===== config.mk =====
export PLATFORM = sky130hd
export DESIGN_NAME = msb_first_bit_packer
export DESIGN_NICKNAME = d
export VERILOG_FILES = /design/src/rtl/core/mbp_pkg.sv /design/src/rtl/core/mbp_in_stage.sv /design/src/rtl/core/mbp_pack_unit.sv /design/src/rtl/core/mbp_out_stage.sv /design/src/rtl/core/msb_first_bit_packer.sv
export SDC_FILE = /design/constraint.sdc
export NUM_CORES = 1
export LEC_CHECK = 0
export BUFFER_PORTS_ARGS = -buffer_cell sky130_fd_sc_hd__buf_2
export CORE_MARGIN = 8
export CORE_UTILIZATION = 30
export DETAILED_ROUTE_END_ITERATION = 6
export SLEW_MARGIN = 20
export SYNTH_ARGS = -nofsm -noshare
export SYNTH_HDL_FRONTEND = slang
export SYNTH_SLANG_ARGS = --single-unit

===== constraint.sdc =====
create_clock -name clk -period 9.45 [get_ports clk]
set_input_delay 0.4725 -clock clk [delete_from_list [all_inputs] [get_ports clk]]
set_output_delay 0.4725 -clock clk [all_outputs]
set_load 0.02 [all_outputs]

===== src/rtl/core/mbp_pkg.sv =====
// Shared types and constants for the MSB-first bit packer.
package mbp_pkg;

    localparam int unsigned BYTE_BITS  = 8;
    localparam int unsigned CNT_W      = 4;
    localparam int unsigned HELD_W     = 3;
    localparam int unsigned BUF_W      = 15;
    localparam int unsigned TOTAL_W    = 32;

    typedef enum logic [1:0] {
        REQ_APPEND = 2'd0,
        REQ_FLUSH  = 2'd1,
        REQ_START  = 2'd2,
        REQ_NONE   = 2'd3
    } req_kind_t;

    typedef struct packed {
        req_kind_t   req_type;
        logic [7:0]  code_bits;
        logic [3:0]  code_length;
    } req_item_t;

    typedef struct packed {
        logic                byte_valid;
        logic [7:0]          packed_byte;
        logic [TOTAL_W-1:0]  total_bits;
    } res_item_t;

endpackage


===== src/rtl/core/mbp_in_stage.sv =====
// Input register stage that holds one request and tells upstream when it is full.
module mbp_in_stage (
    input  logic               clk,
    input  logic               rst_n,
    input  logic               req_valid,
    output logic               req_stall,
    input  mbp_pkg::req_item_t req_in,
    input  logic               take,
    output logic               item_valid,
    output mbp_pkg::req_item_t item
);
    import mbp_pkg::*;

    logic      vld_reg;
    logic      vld_next;
    req_item_t item_reg;
    logic      accept;

    assign req_stall  = vld_reg && !take;
    assign accept     = req_valid && !req_stall;
    assign item_valid = vld_reg;
    assign item       = item_reg;

    always_comb
    begin
        if (accept)
        begin
            vld_next = 1'b1;
        end
        else if (take)
        begin
            vld_next = 1'b0;
        end
        else
        begin
            vld_next = vld_reg;
        end
    end

    always_ff @(posedge clk or negedge rst_n)
    begin
        if (!rst_n)
        begin
            vld_reg <= 1'b0;
        end
        else
        begin
            vld_reg <= vld_next;
        end
    end

    always_ff @(posedge clk)
    begin
        if (accept)
        begin
            item_reg <= req_in;
        end
    end

endmodule


===== src/rtl/core/mbp_pack_unit.sv =====
// Packing state and the single-pass update that turns one request into one result.
module mbp_pack_unit (
    input  logic               clk,
    input  logic               rst_n,
    input  logic               update,
    input  mbp_pkg::req_item_t item,
    output mbp_pkg::res_item_t result
);
    import mbp_pkg::*;

    logic [HELD_W-1:0]    held_reg;
    logic [HELD_W-1:0]    held_next;
    logic [BYTE_BITS-2:0] pend_reg;
    logic [BYTE_BITS-2:0] pend_next;
    logic [TOTAL_W-1:0]   total_reg;
    logic [TOTAL_W-1:0]   total_next;

    logic [CNT_W-1:0]     len_sat;
    logic [7:0]           code_mask;
    logic [BUF_W-1:0]     buf_val;
    logic [CNT_W-1:0]     cnt_sum;
    logic [CNT_W-1:0]     cnt_left;
    logic [CNT_W-1:0]     free_cnt;
    logic [BUF_W-1:0]     left_mask;
    logic [BUF_W-1:0]     app_byte;
    logic [BUF_W-1:0]     kept;
    logic [BUF_W-1:0]     flush_shift;

    always_comb
    begin
        len_sat     = (item.code_length > CNT_W'(BYTE_BITS)) ? CNT_W'(BYTE_BITS)
                                                             : item.code_length;
        code_mask   = 8'((9'd1 << len_sat) - 9'd1);
        buf_val     = (BUF_W'(pend_reg) << len_sat) | BUF_W'(item.code_bits & code_mask);
        cnt_sum     = CNT_W'(held_reg) + len_sat;
        cnt_left    = (cnt_sum >= CNT_W'(BYTE_BITS)) ? cnt_sum - CNT_W'(BYTE_BITS) : cnt_sum;
        left_mask   = (BUF_W'(1) << cnt_left) - BUF_W'(1);
        app_byte    = buf_val >> cnt_left;
        kept        = buf_val & left_mask;
        free_cnt    = CNT_W'(BYTE_BITS) - CNT_W'(held_reg);
        flush_shift = BUF_W'(pend_reg) << free_cnt;
    end

    always_comb
    begin
        held_next          = held_reg;
        pend_next          = pend_reg;
        total_next         = total_reg;
        result.byte_valid  = 1'b0;
        result.packed_byte = 8'd0;
        unique case (item.req_type)
            REQ_APPEND:
            begin
                if (len_sat != '0)
                begin
                    if (cnt_sum >= CNT_W'(BYTE_BITS))
                    begin
                        result.byte_valid  = 1'b1;
                        result.packed_byte = app_byte[7:0];
                    end
                    pend_next  = kept[BYTE_BITS-2:0];
                    held_next  = cnt_left[HELD_W-1:0];
                    total_next = total_reg + TOTAL_W'(len_sat);
                end
            end
            REQ_FLUSH:
            begin
                if (held_reg != '0)
                begin
                    result.byte_valid  = 1'b1;
                    result.packed_byte = flush_shift[7:0];
                    total_next         = total_reg + TOTAL_W'(free_cnt);
                    pend_next          = '0;
                    held_next          = '0;
                end
            end
            REQ_START:
            begin
                pend_next  = '0;
                held_next  = '0;
                total_next = '0;
            end
            REQ_NONE:
            begin
                held_next = held_reg;
            end
            default:
            begin
                held_next = held_reg;
            end
        endcase
        result.total_bits = total_next;
    end

    always_ff @(posedge clk or negedge rst_n)
    begin
        if (!rst_n)
        begin
            held_reg  <= '0;
            pend_reg  <= '0;
            total_reg <= '0;
        end
        else if (update)
        begin
            held_reg  <= held_next;
            pend_reg  <= pend_next;
            total_reg <= total_next;
        end
    end

endmodule


===== src/rtl/core/mbp_out_stage.sv =====
// Result register that holds one finished result until downstream takes it.
module mbp_out_stage (
    input  logic                              clk,
    input  logic                              rst_n,
    input  logic                              item_valid,
    input  mbp_pkg::res_item_t                result,
    output logic                              take,
    output logic                              res_valid,
    input  logic                              res_stall,
    output logic                              byte_valid,
    output logic [7:0]                        packed_byte,
    output logic [mbp_pkg::TOTAL_W-1:0]       total_bits
);
    import mbp_pkg::*;

    logic      vld_reg;
    logic      vld_next;
    res_item_t res_reg;

    assign take        = item_valid && (!vld_reg || !res_stall);
    assign res_valid   = vld_reg;
    assign byte_valid  = res_reg.byte_valid;
    assign packed_byte = res_reg.packed_byte;
    assign total_bits  = res_reg.total_bits;

    always_comb
    begin
        if (take)
        begin
            vld_next = 1'b1;
        end
        else if (!res_stall)
        begin
            vld_next = 1'b0;
        end
        else
        begin
            vld_next = vld_reg;
        end
    end

    always_ff @(posedge clk or negedge rst_n)
    begin
        if (!rst_n)
        begin
            vld_reg <= 1'b0;
        end
        else
        begin
            vld_reg <= vld_next;
        end
    end

    always_ff @(posedge clk)
    begin
        if (take)
        begin
            res_reg <= result;
        end
    end

endmodule


===== src/rtl/core/msb_first_bit_packer.sv =====
// Top level of the MSB-first variable-length bit packer.
// The packer takes one request per cycle while downstream does not stall and returns
// exactly one result per request. A request is held in an input register; the packing
// update (a shift, a mask and a 4-bit compare against the pending bit count) runs in
// one pass from that register into the result register, so throughput is one transfer
// per cycle and is bounded only by downstream stall. Append requests use the low
// code_length bits (lengths above eight count as eight, zero appends nothing); a flush
// pads the partial byte with zeros; start clears the pending bits and the running bit
// count.
module msb_first_bit_packer (
    input  logic                          clk,
    input  logic                          rst_n,
    input  logic                          req_valid,
    output logic                          req_stall,
    input  logic [1:0]                    req_type,
    input  logic [7:0]                    code_bits,
    input  logic [3:0]                    code_length,
    output logic                          res_valid,
    input  logic                          res_stall,
    output logic                          byte_valid,
    output logic [7:0]                    packed_byte,
    output logic [mbp_pkg::TOTAL_W-1:0]   total_bits
);
    import mbp_pkg::*;

    req_item_t req_in;
    req_item_t item;
    res_item_t result;
    logic      item_valid;
    logic      take;

    always_comb
    begin
        req_in.req_type    = req_kind_t'(req_type);
        req_in.code_bits   = code_bits;
        req_in.code_length = code_length;
    end

    mbp_in_stage u_in_stage (
        .clk        (clk),
        .rst_n      (rst_n),
        .req_valid  (req_valid),
        .req_stall  (req_stall),
        .req_in     (req_in),
        .take       (take),
        .item_valid (item_valid),
        .item       (item)
    );

    mbp_pack_unit u_pack_unit (
        .clk    (clk),
        .rst_n  (rst_n),
        .update (take),
        .item   (item),
        .result (result)
    );

    mbp_out_stage u_out_stage (
        .clk         (clk),
        .rst_n       (rst_n),
        .item_valid  (item_valid),
        .result      (result),
        .take        (take),
        .res_valid   (res_valid),
        .res_stall   (res_stall),
        .byte_valid  (byte_valid),
        .packed_byte (packed_byte),
        .total_bits  (total_bits)
    );

endmodule


=== Word-level counts from Yosys, hierarchy flattened ===
Index checks and enable logic that the tools add are counted.

* Bits in registers: 99
* Output and inout port bits: 43
* Bits in read-only memories: 0
* Latch bits: 0
* Memories kept: 0
* Word-level logic and storage cells: 69
* Input bits: 18
* Memory bits (writable): 0

* Reduce and logical (&&, ||, !) cells: 15
* Add/sub/neg operators: 7
* Div/mod/pow operators: 0
* Order comparisons: 2
* Multiply operators: 0
* Shift operators: 5
* Bitwise operators: 4
* Multiplexer cells: 19
* Equality and inequality tests: 6

{| class="wikitable"
|+ Operator list
! cell !! number
|-
| $pmux 32 s3 || 1
|-
| $add 32x4->32 || 2
|-
| $mux 32 || 2
|-
| $mux 9 || 3
|-
| $pmux 7 s3 || 1
|-
| $pmux 9 s2 || 1
|-
| $or 15x8->15 || 1
|-
| $shl 7x4->15 || 1
|-
| $shr 15x4->8 || 1
|-
| $mux 7 || 2
|-
| $pmux 3 s3 || 1
|-
| $and 8x8->8 || 1
|-
| $mux 4 || 2
|-
| $reduce_and 4->1 || 2
|-
| $shl 1x4->8 const A || 1
|-
| $shl 7x4->8 || 1
|-
| $sub 8x1->8 const B || 1
|-
| $and 7x7->7 || 1
|-
| $shl 1x4->7 const A || 1
|-
| $sub 7x2->7 const B || 1
|-
| $mux 3 || 2
|-
| $ne 2x1->1 const B || 3
|-
| $reduce_bool 3->1 || 2
|-
| $add 3x4->4 || 1
|-
| other kinds (14) || 23
|}

=== Depth between registers and ports, before layout ===
Gate-level depths: netlist of run 1.

* Depth after elaboration: 10
* Depth in mapped cells: 15
* Gate-level depth less buffers: 12

=== Cells and area by module ===
From an unflattened synthesis of run 1, not the netlist that was laid out.

* Cells, all modules: 862
* Area, all modules: 7581.0 um^2

{| class="wikitable"
|+ Modules (own cells, without submodules)
! module !! cells each !! seq. area each (um^2) !! times used !! area each (um^2)
|-
| mbp_pack_unit || 799 || 1051.0 || 1 || 5828.1
|-
| mbp_out_stage || 44 || 1256.2 || 1 || 1275.0
|-
| mbp_in_stage || 19 || 445.4 || 1 || 478.0
|}

=== Least setup slack after synthesis of run 1 ===
No wires, ideal clock.

* Path kind: register to register
* From: register u_pack_unit.held_reg[0]
* To: register u_out_stage.res_reg, in the netlist u_out_stage.total_bits[24] (data pin)
* Clock period less this slack: 3.380 ns
* Arrival: 3.119 ns
* Cell stages (with the launch flop): 13
* Setup slack: 6.070 ns
* Path buffers: 1
* Required time: 9.189 ns
* Library setup time: 0.261 ns
* Path through: dfrtp_1 -> inv_1 -> ha_1 -> buf_1 -> inv_1 -> fa_1 -> nor2b_1 -> o21a_1 -> o21ai_0 -> nor4_1 -> mux2i_1 -> nor2b_1 -> a221o_1

{| class="wikitable"
|+ RTL lines
! item !! RTL line !! text
|-
| start, declared || mbp_pack_unit.sv:11 || <nowiki>logic [HELD_W-1:0] held_reg;</nowiki>
|-
| start signal, assigned || mbp_pack_unit.sv:105 || <nowiki>held_reg <= held_next;</nowiki>
|-
| end signal, assigned || mbp_out_stage.sv:58 || <nowiki>res_reg <= result;</nowiki>
|-
| end, declared || mbp_out_stage.sv:18 || <nowiki>res_item_t res_reg;</nowiki>
|}

==> results of run 1 <==
critical path, stage by stage (launching register included):
cell and delay [ps]:
sky130_fd_sc_hd__edfxtp_1 860, sky130_fd_sc_hd__nor2b_1 520, sky130_fd_sc_hd__ha_2 310, sky130_fd_sc_hd__fa_1 220, sky130_fd_sc_hd__xor2_1 850, sky130_fd_sc_hd__mux4_2 610, sky130_fd_sc_hd__nand2_1 100, sky130_fd_sc_hd__o21ai_0 100
sky130_fd_sc_hd__o21ai_0 240
worst paths after layout:
kind                                       start                    endpoint  slack [ps]  cells after the start
max                           u_in_stage.item[0]  u_out_stage.packed_byte[0]        5460                      8
min                                        rst_n   u_pack_unit.total_reg[20]         220                      2
max reg2reg                   u_in_stage.item[0]  u_out_stage.packed_byte[0]        5460                      8
min reg2reg                u_in_stage.item_valid       u_out_stage.res_valid         500                      1
max in group asynchronous                  rst_n     u_pack_unit.pend_reg[2]        8770                      2
min in group clk                  code_length[3]          u_in_stage.item[3]         290                      1
cell type report:
cell class                 count  area, µm²  share of cell area
timing repair buffer          69        368              0.0455
tap                          324        405              0.0502
inverter                      24       90.1              0.0111
multi-input combinational    641       4170               0.516
clock buffer                  10        229              0.0283
sequential                    99       2750               0.341
clock inverter                 6       66.3             0.00821
power breakdown:
group          internal, mW  switching (mW)  total (mW)
sequential            0.513          0.0788       0.591
clock                 0.207           0.180       0.387
combinational         0.246           0.396       0.642
total                 0.965           0.655        1.62
layout by cell type, fill, tap and decap left out, types with 10 or more instances in the layout:
cell type / instances
sky130_fd_sc_hd__nand2_1: 94
sky130_fd_sc_hd__o21ai_0: 71
sky130_fd_sc_hd__nor2_1: 66
sky130_fd_sc_hd__buf_2: 60
sky130_fd_sc_hd__edfxtp_1: 55
sky130_fd_sc_hd__dfrtp_1: 44
sky130_fd_sc_hd__a21oi_1: 36
sky130_fd_sc_hd__inv_1: 23
sky130_fd_sc_hd__mux2i_1: 22
sky130_fd_sc_hd__nor3_1: 21
sky130_fd_sc_hd__nand3_1: 20
sky130_fd_sc_hd__ha_1: 17
sky130_fd_sc_hd__o31ai_1: 16
sky130_fd_sc_hd__nor2b_1: 15
sky130_fd_sc_hd__nor4_1: 15
sky130_fd_sc_hd__and2_1: 14
sky130_fd_sc_hd__mux2_2: 14
sky130_fd_sc_hd__o211ai_1: 13
sky130_fd_sc_hd__a21o_1: 12
sky130_fd_sc_hd__a221o_1: 11
sky130_fd_sc_hd__or2_2: 10
through the flow:
stage | total power, mW | hold WS [ps] | setup WS [ps] | std cells
final | 1.62 | 217 | 5460 | 1173
after global routing | 1.72 | 262 | 5080 | 1173
after CTS | 1.62 | 242 | 5490 | 1173
after detailed placement | 1.24 | 488 | 5510 | 1157
after global placement | 1.23 | 481 | 5620 | 1157
after floorplan | 1.07 | 177 | 6070 | 839
synth_stat cells (4+ instances only):
cell type / instances / area [µm²]
sky130_fd_sc_hd__a211o_1: 4 / 35.0
sky130_fd_sc_hd__a211oi_1: 6 / 45.0
sky130_fd_sc_hd__a21o_1: 12 / 90.1
sky130_fd_sc_hd__a21oi_1: 36 / 180
sky130_fd_sc_hd__a221o_1: 11 / 110
sky130_fd_sc_hd__a221oi_1: 4 / 35.0
sky130_fd_sc_hd__a22o_1: 9 / 78.8
sky130_fd_sc_hd__a22oi_1: 9 / 67.6
sky130_fd_sc_hd__a31oi_1: 8 / 50.1
sky130_fd_sc_hd__a32oi_1: 5 / 43.8
sky130_fd_sc_hd__and2_1: 14 / 87.6
sky130_fd_sc_hd__and3_1: 7 / 43.8
sky130_fd_sc_hd__and4_1: 4 / 35.0
sky130_fd_sc_hd__buf_1: 8 / 30.0
sky130_fd_sc_hd__buf_2: 12 / 60.1
sky130_fd_sc_hd__clkbuf_1: 51 / 191
sky130_fd_sc_hd__dfrtp_1: 44 / 1100
sky130_fd_sc_hd__edfxtp_1: 55 / 1650
sky130_fd_sc_hd__ha_1: 19 / 238
sky130_fd_sc_hd__inv_1: 24 / 90.1
sky130_fd_sc_hd__mux2_2: 14 / 158
sky130_fd_sc_hd__mux2i_1: 22 / 220
sky130_fd_sc_hd__nand2_1: 94 / 353
sky130_fd_sc_hd__nand2b_1: 9 / 56.3
sky130_fd_sc_hd__nand3_1: 20 / 100
sky130_fd_sc_hd__nand4_1: 6 / 37.5
sky130_fd_sc_hd__nor2_1: 66 / 248
sky130_fd_sc_hd__nor2b_1: 15 / 93.8
sky130_fd_sc_hd__nor3_1: 21 / 105
sky130_fd_sc_hd__nor4_1: 15 / 93.8
sky130_fd_sc_hd__o211ai_1: 13 / 97.6
sky130_fd_sc_hd__o21a_1: 8 / 60.1
sky130_fd_sc_hd__o21ai_0: 71 / 355
sky130_fd_sc_hd__o22a_1: 4 / 35.0
sky130_fd_sc_hd__o22ai_1: 5 / 31.3
sky130_fd_sc_hd__o31ai_1: 16 / 120
sky130_fd_sc_hd__o41ai_1: 8 / 70.1
sky130_fd_sc_hd__or2_2: 10 / 62.6
sky130_fd_sc_hd__or3_1: 8 / 50.1
sky130_fd_sc_hd__or4_1: 6 / 45.0
sky130_fd_sc_hd__xnor2_1: 8 / 70.1
sky130_fd_sc_hd__xor2_1: 4 / 35.0
metal layers:
metal,wire length (µm),up-vias
met4,399,0
li1,-,3133
met3,1350,23
met2,9150,236
met5,0,-
met1,10100,3152
cells by family after synthesis:
group                    share of synthesized area
multiplexers                                0.0609
AO/OA/AOI/OAI                                0.232
buffers and inverters                       0.0547
adder cells (fa/ha/maj)                     0.0407
flip-flops                                   0.376
AND/OR/NAND/NOR                              0.221
XOR/XNOR                                    0.0144
==> parameters.txt, run 1 <==
Parameter                              Value

Yosys
  Number of distinct library cell variants in the gate-level netlist after synthesis    78
  Cell area after technology mapping    7320 µm²
  Async S/R FF share, synth    0.444
  Most frequently used flop master after synthesis    sky130_fd_sc_hd__edfxtp_1
  Post-synthesis register bit count    99
  Instance count of the mapped netlist    839
  Number of enable flip-flop cells after synthesis    55
  Net count after synthesis    879
  Sequential cell area fraction in the yosys report    0.376
  Total number of yosys warnings    0
  Synthesized area divided by synthesized cell count    8.72 µm²

STA
  Worst-case headroom to the max-slew limit    0.282
  Setup skew after layout    10.4 ps
  Minimum clock period after layout    3990 ps
  Max Transition Viols Final    0
  Pin slew with the least headroom to its limit    1070 ps
  Share of the clock period used by the worst path    0.422
  Total count of hold-check failures in the final report    0
  Count of final setup violators    0
  Max Clk Rate    250 MHz
  Total negative slack for setup checks    0 ps
  Unrepaired setup endpoints after global routing    no

Global routing
  Gr busiest metal    met2
  Overflow left after global routing    0
  Met3 Resource Use GR    0.0322
  Met1 Use GR    0.196
  Wire length of the first global-routing pass    33600 µm
  Maximum number of pins on one net before global-route repair    62
  All-Layer GR Usage    0.142
  Global Route met2 Usage    0.215
  Antenna violations before repair    1
  Vias in the first global route    6034

Drt
  Vias after detailed routing    6544
  Post-Route WL    21000 µm
  Iteration-0 DRC count of the detailed router    592
  Post-detailed-route count of antenna-violating nets    0
  Average detailed-routed wire length per instance    17.9 µm
  Remaining routing DRC violations    0
  Number of iterations in the first detailed-routing pass    5
  Via-per-instance ratio    5.58

CTS
  Number of buffers inserted to repair setup after CTS    0
  Clock root buffer    sky130_fd_sc_hd__clkbuf_16
  PostCTS Resize Cnt    0
  CTS tree    yes
  Quantity of hold-fixing buffers added after cts    0
  # H-tree levels    3
  Clock slew at the register clock pins of the worst setup and hold paths    80 ps
  Cts bufs inserted    9
  Sink count of the clock tree    99
  Clk Latency, worst-skew pair    360 ps
  Maximum clock insertion buffer count    2

Floorplan
  Placeable core region    24100 µm²
  Vert. Die Dim    172 µm
  Width of the chip    172 µm
  Count of pins on the block boundary    61
  Die Area    29600 µm²
  # rows    57
  Initial Util    0.304

Power
  Power density over the cells    201 nW/µm²
  Reported leakage power    3.17 nW
  Worst vdd ir    0.0000803 V

Worst setup path
  Worst setup path category    reg -> reg
  CP endpoint kind    flop
  Startpoint type of the worst setup path    flop
  Arrival time of data at the critical path endpoint    4170 ps
  Data required time at the worst endpoint    9620 ps
  Worst-path fanout max    23

Final layout
  Final standard cell area without fillers    8080 µm²
  Number of fill cells in the layout    2572
  Area overhead of the layout relative to synthesis    10.4%
  Number of diodes added for antenna fixing    0
  Post-layout util    0.335
  Post-layout net count    884
  Fraction of final layout cells sized beyond drive strength 1    0.151

Place
  Count of input and output buffers    60
  HPWL reported at the end of detailed placement    14700 µm
  Final weighted congestion in routability-driven placement    0.879
  Total placed instance area    7780 µm²

Run status
  Status    finished, final reports clean

Job
  Max capacitance violation total    0

Worst hold path
  Hold/Removal Path Class    in -> async
No activity file was read; power rests on OpenSTA's default activity.
==> run 2, diff against run 1 <==
--- a/config.mk
+++ b/config.mk
@@ -5,6 +5,7 @@
 export SDC_FILE = /design/constraint.sdc
 export NUM_CORES = 1
 export LEC_CHECK = 0
+export ABC_AREA = 1
 export BUFFER_PORTS_ARGS = -buffer_cell sky130_fd_sc_hd__buf_2
 export CORE_MARGIN = 8
 export CORE_UTILIZATION = 30
==> constraint.sdc (replaced) <==
create_clock -name clk -period 3.5 [get_ports clk]
set_input_delay 0.175 -clock clk [delete_from_list [all_inputs] [get_ports clk]]
set_output_delay 0.175 -clock clk [all_outputs]
set_load 0.02 [all_outputs]
==> run 2 against run 1 <==
Net effect: hold slack got worse by 190 ps; total power increased to 3.2 times the previous value; non-clock buffer count increased by 22; clock-buffer cell count unchanged; final cell count increased by 23%; sequential share of layout area decreased by 1.1 points; core utilization increased by 1.3 points; sequential cell count unchanged; largest cell class unchanged; largest power group unchanged.
==> parameters.txt, run 2 <==
Parameter                              Value

STA
  Setup skew after layout    18.2 ps
  Max Clk Rate    340 MHz
  Max Transition Viols Final    0
  Pin slew with the least headroom to its limit    779 ps
  Total count of hold-check failures in the final report    0
  Unrepaired setup endpoints after global routing    no
  Count of final setup violators    0
  Worst-case headroom to the max-slew limit    0.480
  Share of the clock period used by the worst path    0.840
  Total negative slack for setup checks    0 ps
  Minimum clock period after layout    2940 ps

Power
  Sequential share of power    0.340
  Internal power of the cells    2.78 mW
  Worst vdd ir    0.000269 V
  Power consumption    5.14 mW
  Switch Pwr    2.36 mW
  Proportion of power drawn by the clock network    0.202
  Switching share of total power    0.459
  Reported leakage power    3.80 nW
  Part of the power in combinational logic    0.458
  Power density over the cells    615 nW/µm²

Worst setup path
  Worst setup path category    reg -> reg
  Data required time at the worst endpoint    3610 ps
  Origin of the critical flop-to-flop path    u_in_stage.item[1]
  CP endpoint kind    flop
  Worst-path fanout max    10
  Worst reg2reg setup slack    560 ps
  Arrival time of data at the critical path endpoint    3050 ps
  Number of cells on the worst reg-to-reg path    13
  Launching instance or port of the critical path    u_in_stage.item[1]
  Startpoint type of the worst setup path    flop

Drt
  Average detailed-routed wire length per instance    15.5 µm
  Iteration-0 DRC count of the detailed router    590
  Post-Route WL    22400 µm
  Number of iterations in the first detailed-routing pass    5
  Post-detailed-route count of antenna-violating nets    0
  Via-per-instance ratio    5.01
  Vias after detailed routing    7211
  Remaining routing DRC violations    0

CTS
  PostCTS Resize Cnt    0
  CTS tree    yes
  # H-tree levels    3
  Clock root buffer    sky130_fd_sc_hd__clkbuf_16
  Sink count of the clock tree    99
  Cts bufs inserted    9
  Number of buffers inserted to repair setup after CTS    0
  Quantity of hold-fixing buffers added after cts    14
  Clk Latency, worst-skew pair    360 ps
  Maximum clock insertion buffer count    2
  Clock slew at the register clock pins of the worst setup and hold paths    80 ps

Yosys
  Leading cell types by total area after synthesis    sky130_fd_sc_hd__edfxtp_1 (23%), sky130_fd_sc_hd__nand2_1 (15%), sky130_fd_sc_hd__dfrtp_1 (15%)
  Share of Yosys cell area claimed by the top area cell type    0.228
  Net count after synthesis    1085
  Post-synth top cells    sky130_fd_sc_hd__nand2_1 (297), sky130_fd_sc_hd__nand3_1 (173), sky130_fd_sc_hd__inv_1 (119)
  Synthesized area divided by synthesized cell count    6.94 µm²
  Number of enable flip-flop cells after synthesis    55
  Cell area after technology mapping    7250 µm²
  Instance count of the mapped netlist    1045
  Sequential cell area fraction in the yosys report    0.380
  Most frequently used flop master after synthesis    sky130_fd_sc_hd__edfxtp_1
  Post-synthesis register bit count    99
  Synth area leader    sky130_fd_sc_hd__edfxtp_1
  Most frequent cell after synthesis    sky130_fd_sc_hd__nand2_1
  Async S/R FF share, synth    0.444
  Number of distinct library cell variants in the gate-level netlist after synthesis    46
  Total number of yosys warnings    0

Final layout
  Post-layout net count    1150
  Number of fill cells in the layout    2549
  Area overhead of the layout relative to synthesis    15.3%
  Final standard cell area without fillers    8360 µm²
  Most used cells in the layout excluding fill and tap cells    sky130_fd_sc_hd__nand2_1 (297), sky130_fd_sc_hd__nand3_1 (173), sky130_fd_sc_hd__inv_1 (119)
  Number of diodes added for antenna fixing    0
  Most frequent standard cell in the layout excluding fill and tap cells    sky130_fd_sc_hd__nand2_1
  Fraction of final layout cells sized beyond drive strength 1    0.0969
  Final standard cell count with taps included and fillers excluded    1439

Place
  HPWL reported at the end of detailed placement    16800 µm
  Final weighted congestion in routability-driven placement    0.910
  Count of placed standard cells including taps    1409
  Total placed instance area    7920 µm²
  Count of input and output buffers    60

Global routing
  Antenna violations before repair    0
  All-Layer GR Usage    0.154
  Maximum number of pins on one net before global-route repair    57
  Overflow left after global routing    0
  Vias in the first global route    6840
  Wire length of the first global-routing pass    36000 µm

Worst hold path
  Hold/Removal Path Class    in -> reg
  Origin of the worst min-delay path    req_type[1]
  Cell depth of the worst min-delay path    1

Floorplan
  # rows    57
  Die Area    29400 µm²
  Count of pins on the block boundary    61
  Initial Util    0.302
  Width of the chip    171 µm
  Placeable core region    24000 µm²
  Vert. Die Dim    171 µm

Run status
  Status    finished, final reports clean

Job
  Max capacitance violation total    0
run 2: changes by cell type after synthesis, sizes merged, moves of 17 or more:
| cell | delta |
|---|---|
| nand2 | +205 |
| nand3 | +153 |
| inv | +97 |
| clkbuf | -34 |
| mux2i | -22 |
| nor2 | +20 |
| nand4 | +17 |
run 2: layout make-up:
| class | count | area [µm²] | share of cell area |
|---|---|---|---|
| clock inverter | 6 | 65.1 | 0.00778 |
| multi-input combinational | 786 | 3870 | 0.463 |
| inverter | 123 | 462 | 0.0552 |
| clock buffer | 10 | 239 | 0.0286 |
| timing repair buffer | 91 | 568 | 0.0679 |
| sequential | 99 | 2750 | 0.329 |
| tap | 324 | 405 | 0.0485 |
run 2: worst paths after layout:
| kind | endpoint |
|---|---|
| max in group asynchronous | u_pack_unit.held_reg[2] |
| min in group asynchronous | u_pack_unit.total_reg[28] |
| worst min-delay path | u_in_stage.item[13] |
| worst max-delay path | u_out_stage.packed_byte[7] |
| worst max register to register | u_out_stage.packed_byte[7] |
| worst min register to register | u_out_stage.res_valid |
run 2: cells by family (layout without fill, tap and decap cells):
| family | Yosys count | in the layout | synth area share |
|---|---|---|---|
| compound gates | 141 | 141 | 0.109 |
| fa+ha+maj | 22 | 22 | 0.0411 |
| buf+inv | 160 | 230 | 0.0876 |
| xor+xnor | 8 | 8 | 0.00966 |
| simple gates | 615 | 615 | 0.373 |
| flops | 99 | 99 | 0.380 |
run 2: worst max-delay path, stage by stage (launching register included):
cell and delay [ps]:
sky130_fd_sc_hd__edfxtp_1 560, sky130_fd_sc_hd__nor2_1 90, sky130_fd_sc_hd__nand2_1 90, sky130_fd_sc_hd__a21oi_1 60, sky130_fd_sc_hd__buf_4 180, sky130_fd_sc_hd__fa_1 760
sky130_fd_sc_hd__clkinv_1 150, sky130_fd_sc_hd__buf_4 190, sky130_fd_sc_hd__nor2_1 140, sky130_fd_sc_hd__inv_1 70, sky130_fd_sc_hd__o31ai_1 230, sky130_fd_sc_hd__a21oi_1 60
sky130_fd_sc_hd__nand2_1 70, sky130_fd_sc_hd__nand2_1 50
run 2: per-stage QoR:
stage,hold slack [ps],util,worst slack (ps)
3_5_place_dp,333,0.329,546
2_1_floorplan,-121,-,388
4_1_cts,5.45,0.348,544
3_3_place_gp,326,0.329,524
5_1_grt,8.43,0.348,234
6_report,24.7,0.348,561
run 2: layer usage:
layer,GRT usage,vias up,share of wire
met1,0.201,3347,0.45
li1,-,3632,-
met4,0.0495,0,0.018
met5,0,-,0
met2,0.251,199,0.46
met3,0.0342,33,0.068
run 2: power groups by stage:
stage	logic, mW	clock network (mW)	registers [mW]
after floorplan	1.65	0	1.76
after global placement	2.33	0	1.76
after detailed placement	2.32	0	1.76
after CTS	2.35	1.07	1.74
after global routing	2.65	1.10	1.78
final	2.36	1.04	1.75
